--- config.mk ---
export PLATFORM = sky130hd
export DESIGN_NAME = scancode_to_ascii_decoder_core
export DESIGN_NICKNAME = d
export VERILOG_FILES = /design/src/rtl/scad_pkg.sv /design/src/rtl/scancode_to_ascii_decoder_core.sv
export SDC_FILE = /design/constraint.sdc
export NUM_CORES = 1
export LEC_CHECK = 0
export BUFFER_PORTS_ARGS = -buffer_cell sky130_fd_sc_hd__buf_2
export CAP_MARGIN = 20
export CORE_UTILIZATION = 63
export DETAILED_ROUTE_END_ITERATION = 7
export HOLD_SLACK_MARGIN = 0.06
export PLACE_DENSITY = 0.85
export SYNTH_ARGS = -nofsm -noshare
export SYNTH_HDL_FRONTEND = slang
export SYNTH_SLANG_ARGS = --single-unit
--- constraint.sdc ---
create_clock -name clock -period 7.1 [get_ports clock]
set_clock_uncertainty 0.1 [all_clocks]
set_input_delay 0.71 -clock clock [delete_from_list [all_inputs] [get_ports clock]]
set_output_delay 0.71 -clock clock [all_outputs]
set_load 0.03 [all_outputs]
--- src/rtl/scad_pkg.sv ---
`timescale 1ns / 1ps
`default_nettype none
// ----------------------------------------------------------------------------
// scad_pkg
// Types, scan codes and the two-column keymap of the scan code set 1 decoder.
// ----------------------------------------------------------------------------
package scad_pkg;

   typedef enum logic [1:0] {
      EVT_NONE    = 2'd0,
      EVT_CHAR    = 2'd1,
      EVT_UNKNOWN = 2'd2
   } event_kind_type;

   localparam logic [7:0] SC_PREFIX   = 8'hE0;
   localparam logic [6:0] SC_CTRL     = 7'h1D;
   localparam logic [6:0] SC_LSHIFT   = 7'h2A;
   localparam logic [6:0] SC_RSHIFT   = 7'h36;
   localparam logic [6:0] SC_ALT      = 7'h38;
   localparam logic [6:0] SC_CAPS     = 7'h3A;
   localparam logic [6:0] SC_KEY_LAST = 7'h3A;

   localparam int KEYMAP_DEPTH = 64;

   // unshifted column, indexed by make code
   localparam logic [6:0] KEYMAP_LO [KEYMAP_DEPTH] = '{
      7'h00, 7'h1B, 7'h31, 7'h32, 7'h33, 7'h34, 7'h35, 7'h36,
      7'h37, 7'h38, 7'h39, 7'h30, 7'h2D, 7'h3D, 7'h08, 7'h09,
      7'h71, 7'h77, 7'h65, 7'h72, 7'h74, 7'h79, 7'h75, 7'h69,
      7'h6F, 7'h70, 7'h5B, 7'h5D, 7'h0D, 7'h00, 7'h61, 7'h73,
      7'h64, 7'h66, 7'h67, 7'h68, 7'h6A, 7'h6B, 7'h6C, 7'h3B,
      7'h27, 7'h60, 7'h00, 7'h5C, 7'h7A, 7'h78, 7'h63, 7'h76,
      7'h62, 7'h6E, 7'h6D, 7'h2C, 7'h2E, 7'h2F, 7'h00, 7'h2A,
      7'h00, 7'h20, 7'h00, 7'h00, 7'h00, 7'h00, 7'h00, 7'h00
   };

   // shifted column, indexed by make code
   localparam logic [6:0] KEYMAP_HI [KEYMAP_DEPTH] = '{
      7'h00, 7'h1B, 7'h21, 7'h40, 7'h23, 7'h24, 7'h25, 7'h5E,
      7'h26, 7'h2A, 7'h28, 7'h29, 7'h5F, 7'h2B, 7'h08, 7'h09,
      7'h51, 7'h57, 7'h45, 7'h52, 7'h54, 7'h59, 7'h55, 7'h49,
      7'h4F, 7'h50, 7'h7B, 7'h7D, 7'h0D, 7'h00, 7'h41, 7'h53,
      7'h44, 7'h46, 7'h47, 7'h48, 7'h4A, 7'h4B, 7'h4C, 7'h3A,
      7'h22, 7'h7E, 7'h00, 7'h7C, 7'h5A, 7'h58, 7'h43, 7'h56,
      7'h42, 7'h4E, 7'h4D, 7'h3C, 7'h3E, 7'h3F, 7'h00, 7'h2A,
      7'h00, 7'h20, 7'h00, 7'h00, 7'h00, 7'h00, 7'h00, 7'h00
   };

   // keys whose column follows shift alone (digits and punctuation)
   function automatic logic shift_only_key(input logic [6:0] code);
      return (code <= 7'h0D) || (code == 7'h29) || (code == 7'h1A) ||
             (code == 7'h1B) || (code == 7'h2B) || (code == 7'h27) ||
             (code == 7'h28) || (code == 7'h33) || (code == 7'h34) ||
             (code == 7'h35);
   endfunction

endpackage
`default_nettype wire

--- src/rtl/scancode_to_ascii_decoder_core.sv ---
`timescale 1ns / 1ps
`default_nettype none
// ----------------------------------------------------------------------------
// scancode_to_ascii_decoder_core
// Scan code set 1 byte stream to ASCII with ctrl, shift, alt and caps state.
// ----------------------------------------------------------------------------
// Every accepted byte gives exactly one result: a character, an unknown-key
// report, or nothing (prefix, break or modifier), together with the modifier
// flags as they stand after that byte. The block takes one byte per cycle
// unless a waiting result is stalled; the result is registered and appears
// in the cycle after the transfer, and a new byte is taken while that result
// waits as long as the result side is ready in the same cycle. The keymap lookup and the flag update sit
// between the request port and that single result register.
// ----------------------------------------------------------------------------
module scancode_to_ascii_decoder_core (
   input  wire logic                      clock,
   input  wire logic                      reset,
   input  wire logic                      req_valid,
   output      logic                      req_ready,
   input  wire logic [7:0]                req_scan_byte,
   output      logic                      rsp_valid,
   input  wire logic                      rsp_ready,
   output      scad_pkg::event_kind_type  rsp_event_kind,
   output      logic [6:0]                rsp_ascii_char,
   output      logic                      rsp_ctrl_flag,
   output      logic                      rsp_shift_flag,
   output      logic                      rsp_alt_flag,
   output      logic                      rsp_caps_flag
);
   import scad_pkg::*;

   logic           ext_ff, ext_in;
   logic           ctrl_ff, ctrl_in;
   logic           shift_ff, shift_in;
   logic           alt_ff, alt_in;
   logic           caps_ff, caps_in;
   logic           rsp_valid_ff, rsp_valid_in;
   event_kind_type kind_ff, kind_in;
   logic [6:0]     char_ff, char_in;

   logic           req_xfer;
   logic [6:0]     code;
   logic           col;
   logic [6:0]     key_char;

   assign req_ready = !rsp_valid_ff || rsp_ready;
   assign req_xfer  = req_valid && req_ready;
   assign code      = req_scan_byte[6:0];
   assign col       = shift_only_key(code) ? shift_ff : (shift_ff ^ caps_ff);
   assign key_char  = col ? KEYMAP_HI[code[5:0]] : KEYMAP_LO[code[5:0]];

   always_comb begin
      ext_in   = ext_ff;
      ctrl_in  = ctrl_ff;
      shift_in = shift_ff;
      alt_in   = alt_ff;
      caps_in  = caps_ff;
      kind_in  = EVT_NONE;
      char_in  = 7'd0;
      if (req_scan_byte == SC_PREFIX) begin
         ext_in = 1'b1;
      end else begin
         ext_in = 1'b0;
         if (req_scan_byte[7]) begin
            if (code == SC_CTRL) begin
               ctrl_in = 1'b0;
            end else if (code == SC_ALT) begin
               alt_in = 1'b0;
            end else if (!ext_ff && (code == SC_LSHIFT || code == SC_RSHIFT)) begin
               shift_in = 1'b0;
            end
         end else if (ext_ff) begin
            priority if (code == SC_CTRL) begin
               ctrl_in = 1'b1;
            end else if (code == SC_ALT) begin
               alt_in = 1'b1;
            end else begin
               kind_in = EVT_UNKNOWN;
            end
         end else if (code != 7'd0 && code <= SC_KEY_LAST) begin
            priority if (key_char != 7'd0) begin
               kind_in = EVT_CHAR;
               char_in = key_char;
            end else if (code == SC_CTRL) begin
               ctrl_in = 1'b1;
            end else if (code == SC_LSHIFT || code == SC_RSHIFT) begin
               shift_in = 1'b1;
            end else if (code == SC_ALT) begin
               alt_in = 1'b1;
            end else if (code == SC_CAPS) begin
               caps_in = !caps_ff;
            end
         end else begin
            kind_in = EVT_UNKNOWN;
         end
      end
   end

   always_comb begin
      rsp_valid_in = rsp_valid_ff;
      if (req_xfer) begin
         rsp_valid_in = 1'b1;
      end else if (rsp_ready) begin
         rsp_valid_in = 1'b0;
      end
   end

   always_ff @(posedge clock) begin
      if (reset) begin
         ext_ff       <= 1'b0;
         ctrl_ff      <= 1'b0;
         shift_ff     <= 1'b0;
         alt_ff       <= 1'b0;
         caps_ff      <= 1'b0;
         rsp_valid_ff <= 1'b0;
      end else begin
         rsp_valid_ff <= rsp_valid_in;
         if (req_xfer) begin
            ext_ff   <= ext_in;
            ctrl_ff  <= ctrl_in;
            shift_ff <= shift_in;
            alt_ff   <= alt_in;
            caps_ff  <= caps_in;
         end
      end
   end

   always_ff @(posedge clock) begin
      if (req_xfer) begin
         kind_ff <= kind_in;
         char_ff <= char_in;
      end
   end

   assign rsp_valid      = rsp_valid_ff;
   assign rsp_event_kind = kind_ff;
   assign rsp_ascii_char = char_ff;
   assign rsp_ctrl_flag  = ctrl_ff;
   assign rsp_shift_flag = shift_ff;
   assign rsp_alt_flag   = alt_ff;
   assign rsp_caps_flag  = caps_ff;

endmodule
`default_nettype wire

==> summary.txt, run 1 <==
Synth
  – Compound-gate portion of the synthesized area: 32.8%
  – EDFF count, synth: 9
  – Async SR Flop Fraction: 0%
  – Syn Nets: 298
  – XOR/XNOR Fraction of Synth Area: 1.27%
  – Post-Syn Area per Cell: 7.48 µm²
  – Netlist Area Pre-Place: 2070 µm²
  – Post-synthesis cell count: 276
  – Main synth FF type: edfxtp_1
  – Combinational family with the most area after synthesis: compound AO/OA/AOI/OAI gates
  – Simple-Gate Fraction of Synth Area: 29.0%
  – Adder-Cell Fraction of Synth Area: 6.06%
  – FF+latch count, synth: 15
  – Sequential share of the synthesized area: 18.9%
  – Multiplexer share of the synthesized area: 2.91%
  – Yosys Warn Count: 0
  – Distinct cells, synth: 66

Outcome
  – Status: completed

Critical path
  – RR Endpoint: rsp_ascii_char[1]
  – Critical path class: in2reg
  – Critical path, cell by cell: buf_2, inv_1, ha_1, nor4_1, a2111oi_1, o41ai_2, xor2_1, nand4bb_1, o32ai_4, or2_1, a211oi_1
  – CP arrival: 3.92 ns
  – Crit. End Element: flip-flop
  – Worst R2R Path Depth: 7
  – Worst setup endpoint: rsp_ascii_char[1]
  – R2R Path Start: rsp_caps_flag
  – Max FO, Critical Path: 15
  – Slowest CP cell: xor2_1
  – Largest stage delay on the critical path: 0.73 ns
  – Reg-to-reg setup timing slack: 4.32 ns
  – CP Data Required Time: 7.13 ns
  – Startpoint types: input pin
  – CP startpoint: req_scan_byte[1]

Clock tree
  – CTS tree: yes
  – Worst-path clk slew: 0.09 ns
  – Cts bufs inserted: 3
  – Post-CTS Setup Bufs: 0
  – # H-tree levels: 1
  – Clk buf depth: 2
  – Resized Gates After CTS: 0
  – CTS Root Cell: clkbuf_4
  – CTS Sinks: 15
  – Hold_buf cts: 0
  – Clk_lat worst skew: 0.29 ns

STA
  – Slew @ Worst Pin: 0.877 ns
  – RSZ-0062 raised after global routing: no
  – Final Max Slew Viols: 0
  – Max-slew headroom: 41.3%
  – Min Tclk post-route: 3.89 ns
  – Hold Violations, Final: 0
  – # setup viols final: 0
  – Post-Route Setup TNS: 0 ns
  – Peak Freq: 0.257 GHz
  – Crit share post-route: 54.8%

Floorplan
  – Num ports: 27
  – Std-Cell Core Area: 3080 µm²
  – Full die area: 3510 µm²
  – Starting Density: 67.1%
  – Die H: 59.3 µm
  – Std cell rows: 20
  – Die X-Extent: 59.3 µm

Finish
  – Filler instances: 250
  – Register area: 390 µm²
  – # diodes: 0
  – Nets: 308
  – Utilization after layout: 69.5%
  – Layout area overhead: 3.51%
  – Fraction of layout instances using a drive strength above 1: 14.0%
  – Most common cell after layout, fill and taps aside: nor2_1
  – Final Instance Count excl. Fillers: 329
  – Most frequent cells in the layout: nor2_1 (29), buf_2 (26), a21oi_1 (24)
  – Multi-input gate area: 1490 µm²

GRT
  – First-pass GRT wire length: 9240 µm
  – Initial antenna violation count: 0
  – Largest net degree at the start of global routing: 47
  – GRT overflow: 0
  – Vias in the first global route: 1932
  – Total GRT Usage: 34.5%

Placed design
  – Buffers on Ports: 26
  – Gpl congestion: 1.08
  – Dpl cells: 325
  – Final HPWL DP: 4180 µm

Route
  – Via density: 7.03
  – 1st-iter DRT viols: 317
  – DR pass1 iterations: 7
  – Final WL: 5900 µm
  – Antenna viol nets, final: 0
  – DR WL/cell: 17.9 µm
  – Via count: 2314
  – # DRC: 0

Worst hold path
  – Hold path start: rsp_valid
  – Worst hold path type: reg2reg

Pwr
  – PwrDens: 120 nW/µm²
  – Switching portion of total power: 40.5%
  – Switch Pwr: 104 µW
  – Internal: 153 µW
  – Share of total power in combinational logic: 43.3%
  – Sequential share of power: 38.1%
  – Static Leakage: 0.821 nW
  – Worst VDD drop: 0.120 mV
  – Clock power share: 18.6%

Job
  – Max-cap violation count: 0
state kept, by name, indices dropped and copies added (netlist names):
register        cells
rsp_shift_flag      1
rsp_event_kind      2
rsp_caps_flag       1
rsp_ctrl_flag       1
rsp_alt_flag        1
ext_ff              1
rsp_valid           1
rsp_ascii_char      7
synth_stat cells, types with 2 or more instances:
cell	n	area (µm²)
a31oi_1	4	25.0
a21oi_1	24	120
dfxtp_1	6	120
buf_4	3	22.5
o21ai_0	15	75.1
o32ai_1	2	17.5
o32a_1	2	20.0
and2_1	3	18.8
nor2_1	29	109
ha_1	10	125
buf_6	5	56.3
a211oi_1	14	105
a2111oi_0	2	17.5
clkbuf_1	2	7.51
nor2b_1	11	68.8
xor2_1	2	17.5
o211ai_1	3	22.5
o22ai_1	5	31.3
a211o_1	2	17.5
buf_2	10	50.1
nand4_1	4	25.0
nor3_1	8	40.0
nand3b_1	2	15.0
nand3_1	6	30.0
edfxtp_1	9	270
o21ai_1	2	10.0
inv_1	11	41.3
nor4_1	2	12.5
a21o_1	3	22.5
mux2i_1	6	60.1
and4_1	2	17.5
or3_1	3	18.8
nand2b_1	12	75.1
o31ai_1	2	15.0
nand2_1	18	67.6
and3_1	2	12.5
worst max-delay path, delay by kind of cell:
family	cells	cell delay [ns]
fa+ha+maj	1	0.39
compound gates	4	0.70
buf+inv	2	0.48
simple gates	3	0.90
xor+xnor	1	0.73
final cells by class:
class,count,area share [%]
Multi-Input combinational cell,228,69.6
Clock buffer,3,1.05
Sequential cell,15,18.3
Tap cell,44,2.57
Inverter,12,2.22
Clock inverter,1,0.234
Timing Repair Buffer,26,6.09
power by group through the flow:
stage | logic [mW] | registers, mW | clock network, mW
after floorplan | 0.0742 | 0.108 | 0
after CTS | 0.106 | 0.0978 | 0.0494
after detailed placement | 0.106 | 0.0998 | 0
final | 0.111 | 0.0977 | 0.0477
after global routing | 0.118 | 0.0981 | 0.0521
after global placement | 0.107 | 0.0996 | 0
metrics by stage:
step	hold slack [ns]	instance area [µm²]	total power [mW]	setup WS, ns
floorplan	0.393	2070	0.182	3.84
global placement	0.399	2110	0.207	3.10
detailed placement	0.418	2110	0.206	3.01
CTS	0.435	2140	0.253	3.30
global route	0.473	2140	0.269	3.04
finish	0.431	2140	0.256	3.21
metal layers:
| metal | routed length [µm] | vias up | track usage (%) | part of all wire [%] |
|---|---|---|---|---|
| met4 | 199 | 0 | 15.0 | 3.4 |
| met3 | 833 | 32 | 7.42 | 14 |
| met2 | 2540 | 220 | 49.8 | 43 |
| met5 | 0 | - | 0 | 0 |
| met1 | 2320 | 1004 | 49.1 | 39 |
| li1 | - | 1058 | - | - |
how the worst min path moves through the flow:
stage / endpoint / slack [ns] / cells after the start
2_1_floorplan: ext_ff / 0.39 / 2
3_3_place_gp: rsp_valid / 0.40 / 2
3_5_place_dp: rsp_valid / 0.42 / 2
4_1_cts: rsp_valid / 0.44 / 2
5_1_grt: rsp_valid / 0.47 / 2
6_report: rsp_valid / 0.43 / 2
logic make-up after synthesis:
group / Yosys count
xor+xnor: 3
simple gates: 112
fa+ha+maj: 10
buf+inv: 33
flops: 15
mux: 6
compound gates: 97
Note: power is estimated with default switching activity, not from simulation.
==> inputs of run 2 (changes only) <==
--- a/config.mk
+++ b/config.mk
@@ -7,10 +7,10 @@
 export LEC_CHECK = 0
 export BUFFER_PORTS_ARGS = -buffer_cell sky130_fd_sc_hd__buf_2
 export CAP_MARGIN = 20
-export CORE_UTILIZATION = 63
+export CORE_UTILIZATION = 59
 export DETAILED_ROUTE_END_ITERATION = 7
 export HOLD_SLACK_MARGIN = 0.06
-export PLACE_DENSITY = 0.85
+export PLACE_DENSITY = 0.8
 export SYNTH_ARGS = -nofsm -noshare
 export SYNTH_HDL_FRONTEND = slang
 export SYNTH_SLANG_ARGS = --single-unit
==> constraint.sdc (replaced) <==
create_clock -name clock -period 3.6 [get_ports clock]
set_clock_uncertainty 0.1 [all_clocks]
set_input_delay 0.36 -clock clock [delete_from_list [all_inputs] [get_ports clock]]
set_output_delay 0.36 -clock clock [all_outputs]
set_load 0.03 [all_outputs]
==> run 2 against run 1 <==
Compared with the run above: highest routed layer unchanged; die area grew 6.6%; via count decreased by 0.13%; critical path type unchanged; worst hold slack worse by 0.22 ns; final cell count up 2.1%.
==> summary.txt, run 2 (same netlist as run 1, synthesis figures left out) <==
Outcome
  – Status: completed

Route
  – DR pass1 iterations: 6
  – DR WL/cell: 18.3 µm
  – 1st-iter DRT viols: 308
  – Final WL: 6140 µm
  – # DRC: 0
  – Via count: 2311
  – Antenna viol nets, final: 0
  – Via density: 6.88

GRT
  – Largest net degree at the start of global routing: 33
  – Initial antenna violation count: 0
  – First-pass GRT wire length: 9630 µm
  – GRT overflow: 0
  – Vias in the first global route: 2000
  – Total GRT Usage: 35.2%

Pwr
  – Sequential share of power: 37.6%
  – Switching portion of total power: 40.6%
  – Static Leakage: 0.846 nW
  – Worst VDD drop: 0.177 mV
  – Share of total power in combinational logic: 43.9%
  – Clock power share: 18.5%
  – Switch Pwr: 207 µW
  – Internal: 304 µW
  – Final Total Pwr: 511 µW
  – PwrDens: 235 nW/µm²

Critical path
  – CP arrival: 3.16 ns
  – Critical path, cell by cell: buf_2, inv_1, ha_1, nor4_1, a2111oi_1, o41ai_2, xor2_1, nand4bb_1, o32ai_4, or2_1, a211oi_1
  – Slowest CP cell: xor2_1
  – Startpoint types: input pin
  – Worst path bufs/invs: 2
  – Max FO, Critical Path: 15
  – CP Data Required Time: 3.61 ns
  – Delay-heaviest family, CP: simple AND/OR/NAND/NOR gates
  – Largest stage delay on the critical path: 0.46 ns
  – Critical path class: in2reg
  – Crit. End Element: flip-flop

STA
  – Slew @ Worst Pin: 0.724 ns
  – Hold slack: 0.216 ns
  – RSZ-0062 raised after global routing: no
  – Peak Freq: 0.318 GHz
  – # setup viols final: 0
  – Max-slew headroom: 51.5%
  – Final Max Slew Viols: 0
  – Post-Route Setup TNS: 0 ns
  – Crit share post-route: 87.3%
  – Min Tclk post-route: 3.14 ns
  – Hold Violations, Final: 0

Floorplan
  – Num ports: 27
  – Full die area: 3740 µm²
  – Die H: 61.2 µm
  – Std-Cell Core Area: 3340 µm²
  – Starting Density: 61.9%
  – Std cell rows: 21
  – Die X-Extent: 61.2 µm

Finish
  – Max reg flops: 7
  – # diodes: 0
  – Nets: 313
  – Fraction of layout instances using a drive strength above 1: 15.5%
  – Layout area overhead: 5.45%
  – Most frequent cells in the layout: nor2_1 (29), buf_2 (26), a21oi_1 (24)
  – Final Instance Count excl. Fillers: 336
  – Most common cell after layout, fill and taps aside: nor2_1
  – Filler instances: 320
  – Utilization after layout: 65.3%

Clock tree
  – Resized Gates After CTS: 0
  – CTS Root Cell: clkbuf_4
  – # H-tree levels: 1
  – CTS tree: yes
  – Worst-path clk slew: 0.09 ns
  – CTS Sinks: 15
  – Hold_buf cts: 0
  – Clk_lat worst skew: 0.28 ns
  – Post-CTS Setup Bufs: 0
  – Clk buf depth: 2
  – Cts bufs inserted: 3

Worst hold path
  – Worst hold path type: in2reg

Placed design
  – Buffers on Ports: 26
  – Final HPWL DP: 4510 µm
  – Gpl congestion: 1.06
  – Dpl cells: 332

Job
  – Max-cap violation count: 0
==> run 2: cell count changes in the layout (fill, tap and decap cells not counted), sizes merged <==
cell	previous run	this run
buf	26	31
==> run 2: area by class of cell <==
type	instances	area [µm²]	area share, %
Clock buffer	3	22.5	1.03
Clock inverter	1	5.00	0.230
Sequential cell	15	390	17.9
Inverter	12	47.5	2.18
Multi-Input combinational cell	228	1490	68.3
Tap cell	46	57.6	2.64
Timing Repair Buffer	31	168	7.70
==> run 2: final timing paths <==
| kind | from | endpoint | slack (ns) | cells past startpoint |
|---|---|---|---|---|
| max | req_scan_byte[1] | rsp_ascii_char[1] | 0.46 | 11 |
| min reg2reg | rsp_valid | rsp_valid | 0.42 | 2 |
| min | req_valid | rsp_valid | 0.22 | 3 |
| max reg2reg | rsp_caps_flag | rsp_ascii_char[1] | 1.09 | 7 |
==> run 2: routing by layer <==
metal  global-route usage, %  wire, µm
met1                    47.9      2590
met4                    15.9       248
met5                       0         0
met3                    9.03       702
met2                    52.2      2610
==> run 2: power groups by stage <==
| stage | logic, mW | registers, mW | clock network, mW |
|---|---|---|---|
| floorplan | 0.146 | 0.213 | 0 |
| global placement | 0.216 | 0.196 | 0 |
| detailed placement | 0.215 | 0.197 | 0 |
| CTS | 0.215 | 0.193 | 0.0977 |
| global route | 0.240 | 0.194 | 0.104 |
| finish | 0.224 | 0.192 | 0.0946 |
==> run 2: metrics by stage <==
| step | setup slack (ns) | area, µm² |
|---|---|---|
| 2_1_floorplan | 0.688 | 2070 |
| 3_3_place_gp | 0.284 | 2150 |
| 3_5_place_dp | 0.198 | 2150 |
| 4_1_cts | 0.502 | 2180 |
| 5_1_grt | 0.187 | 2180 |
| 6_report | 0.457 | 2180 |
==> run 2: worst register-to-register path: cells and delay by family (launching register included) <==
kind / cells / cell delay [ns]
simple gates: 2 / 0.52
compound gates: 4 / 0.83
flops: 1 / 0.42
xor+xnor: 1 / 0.46
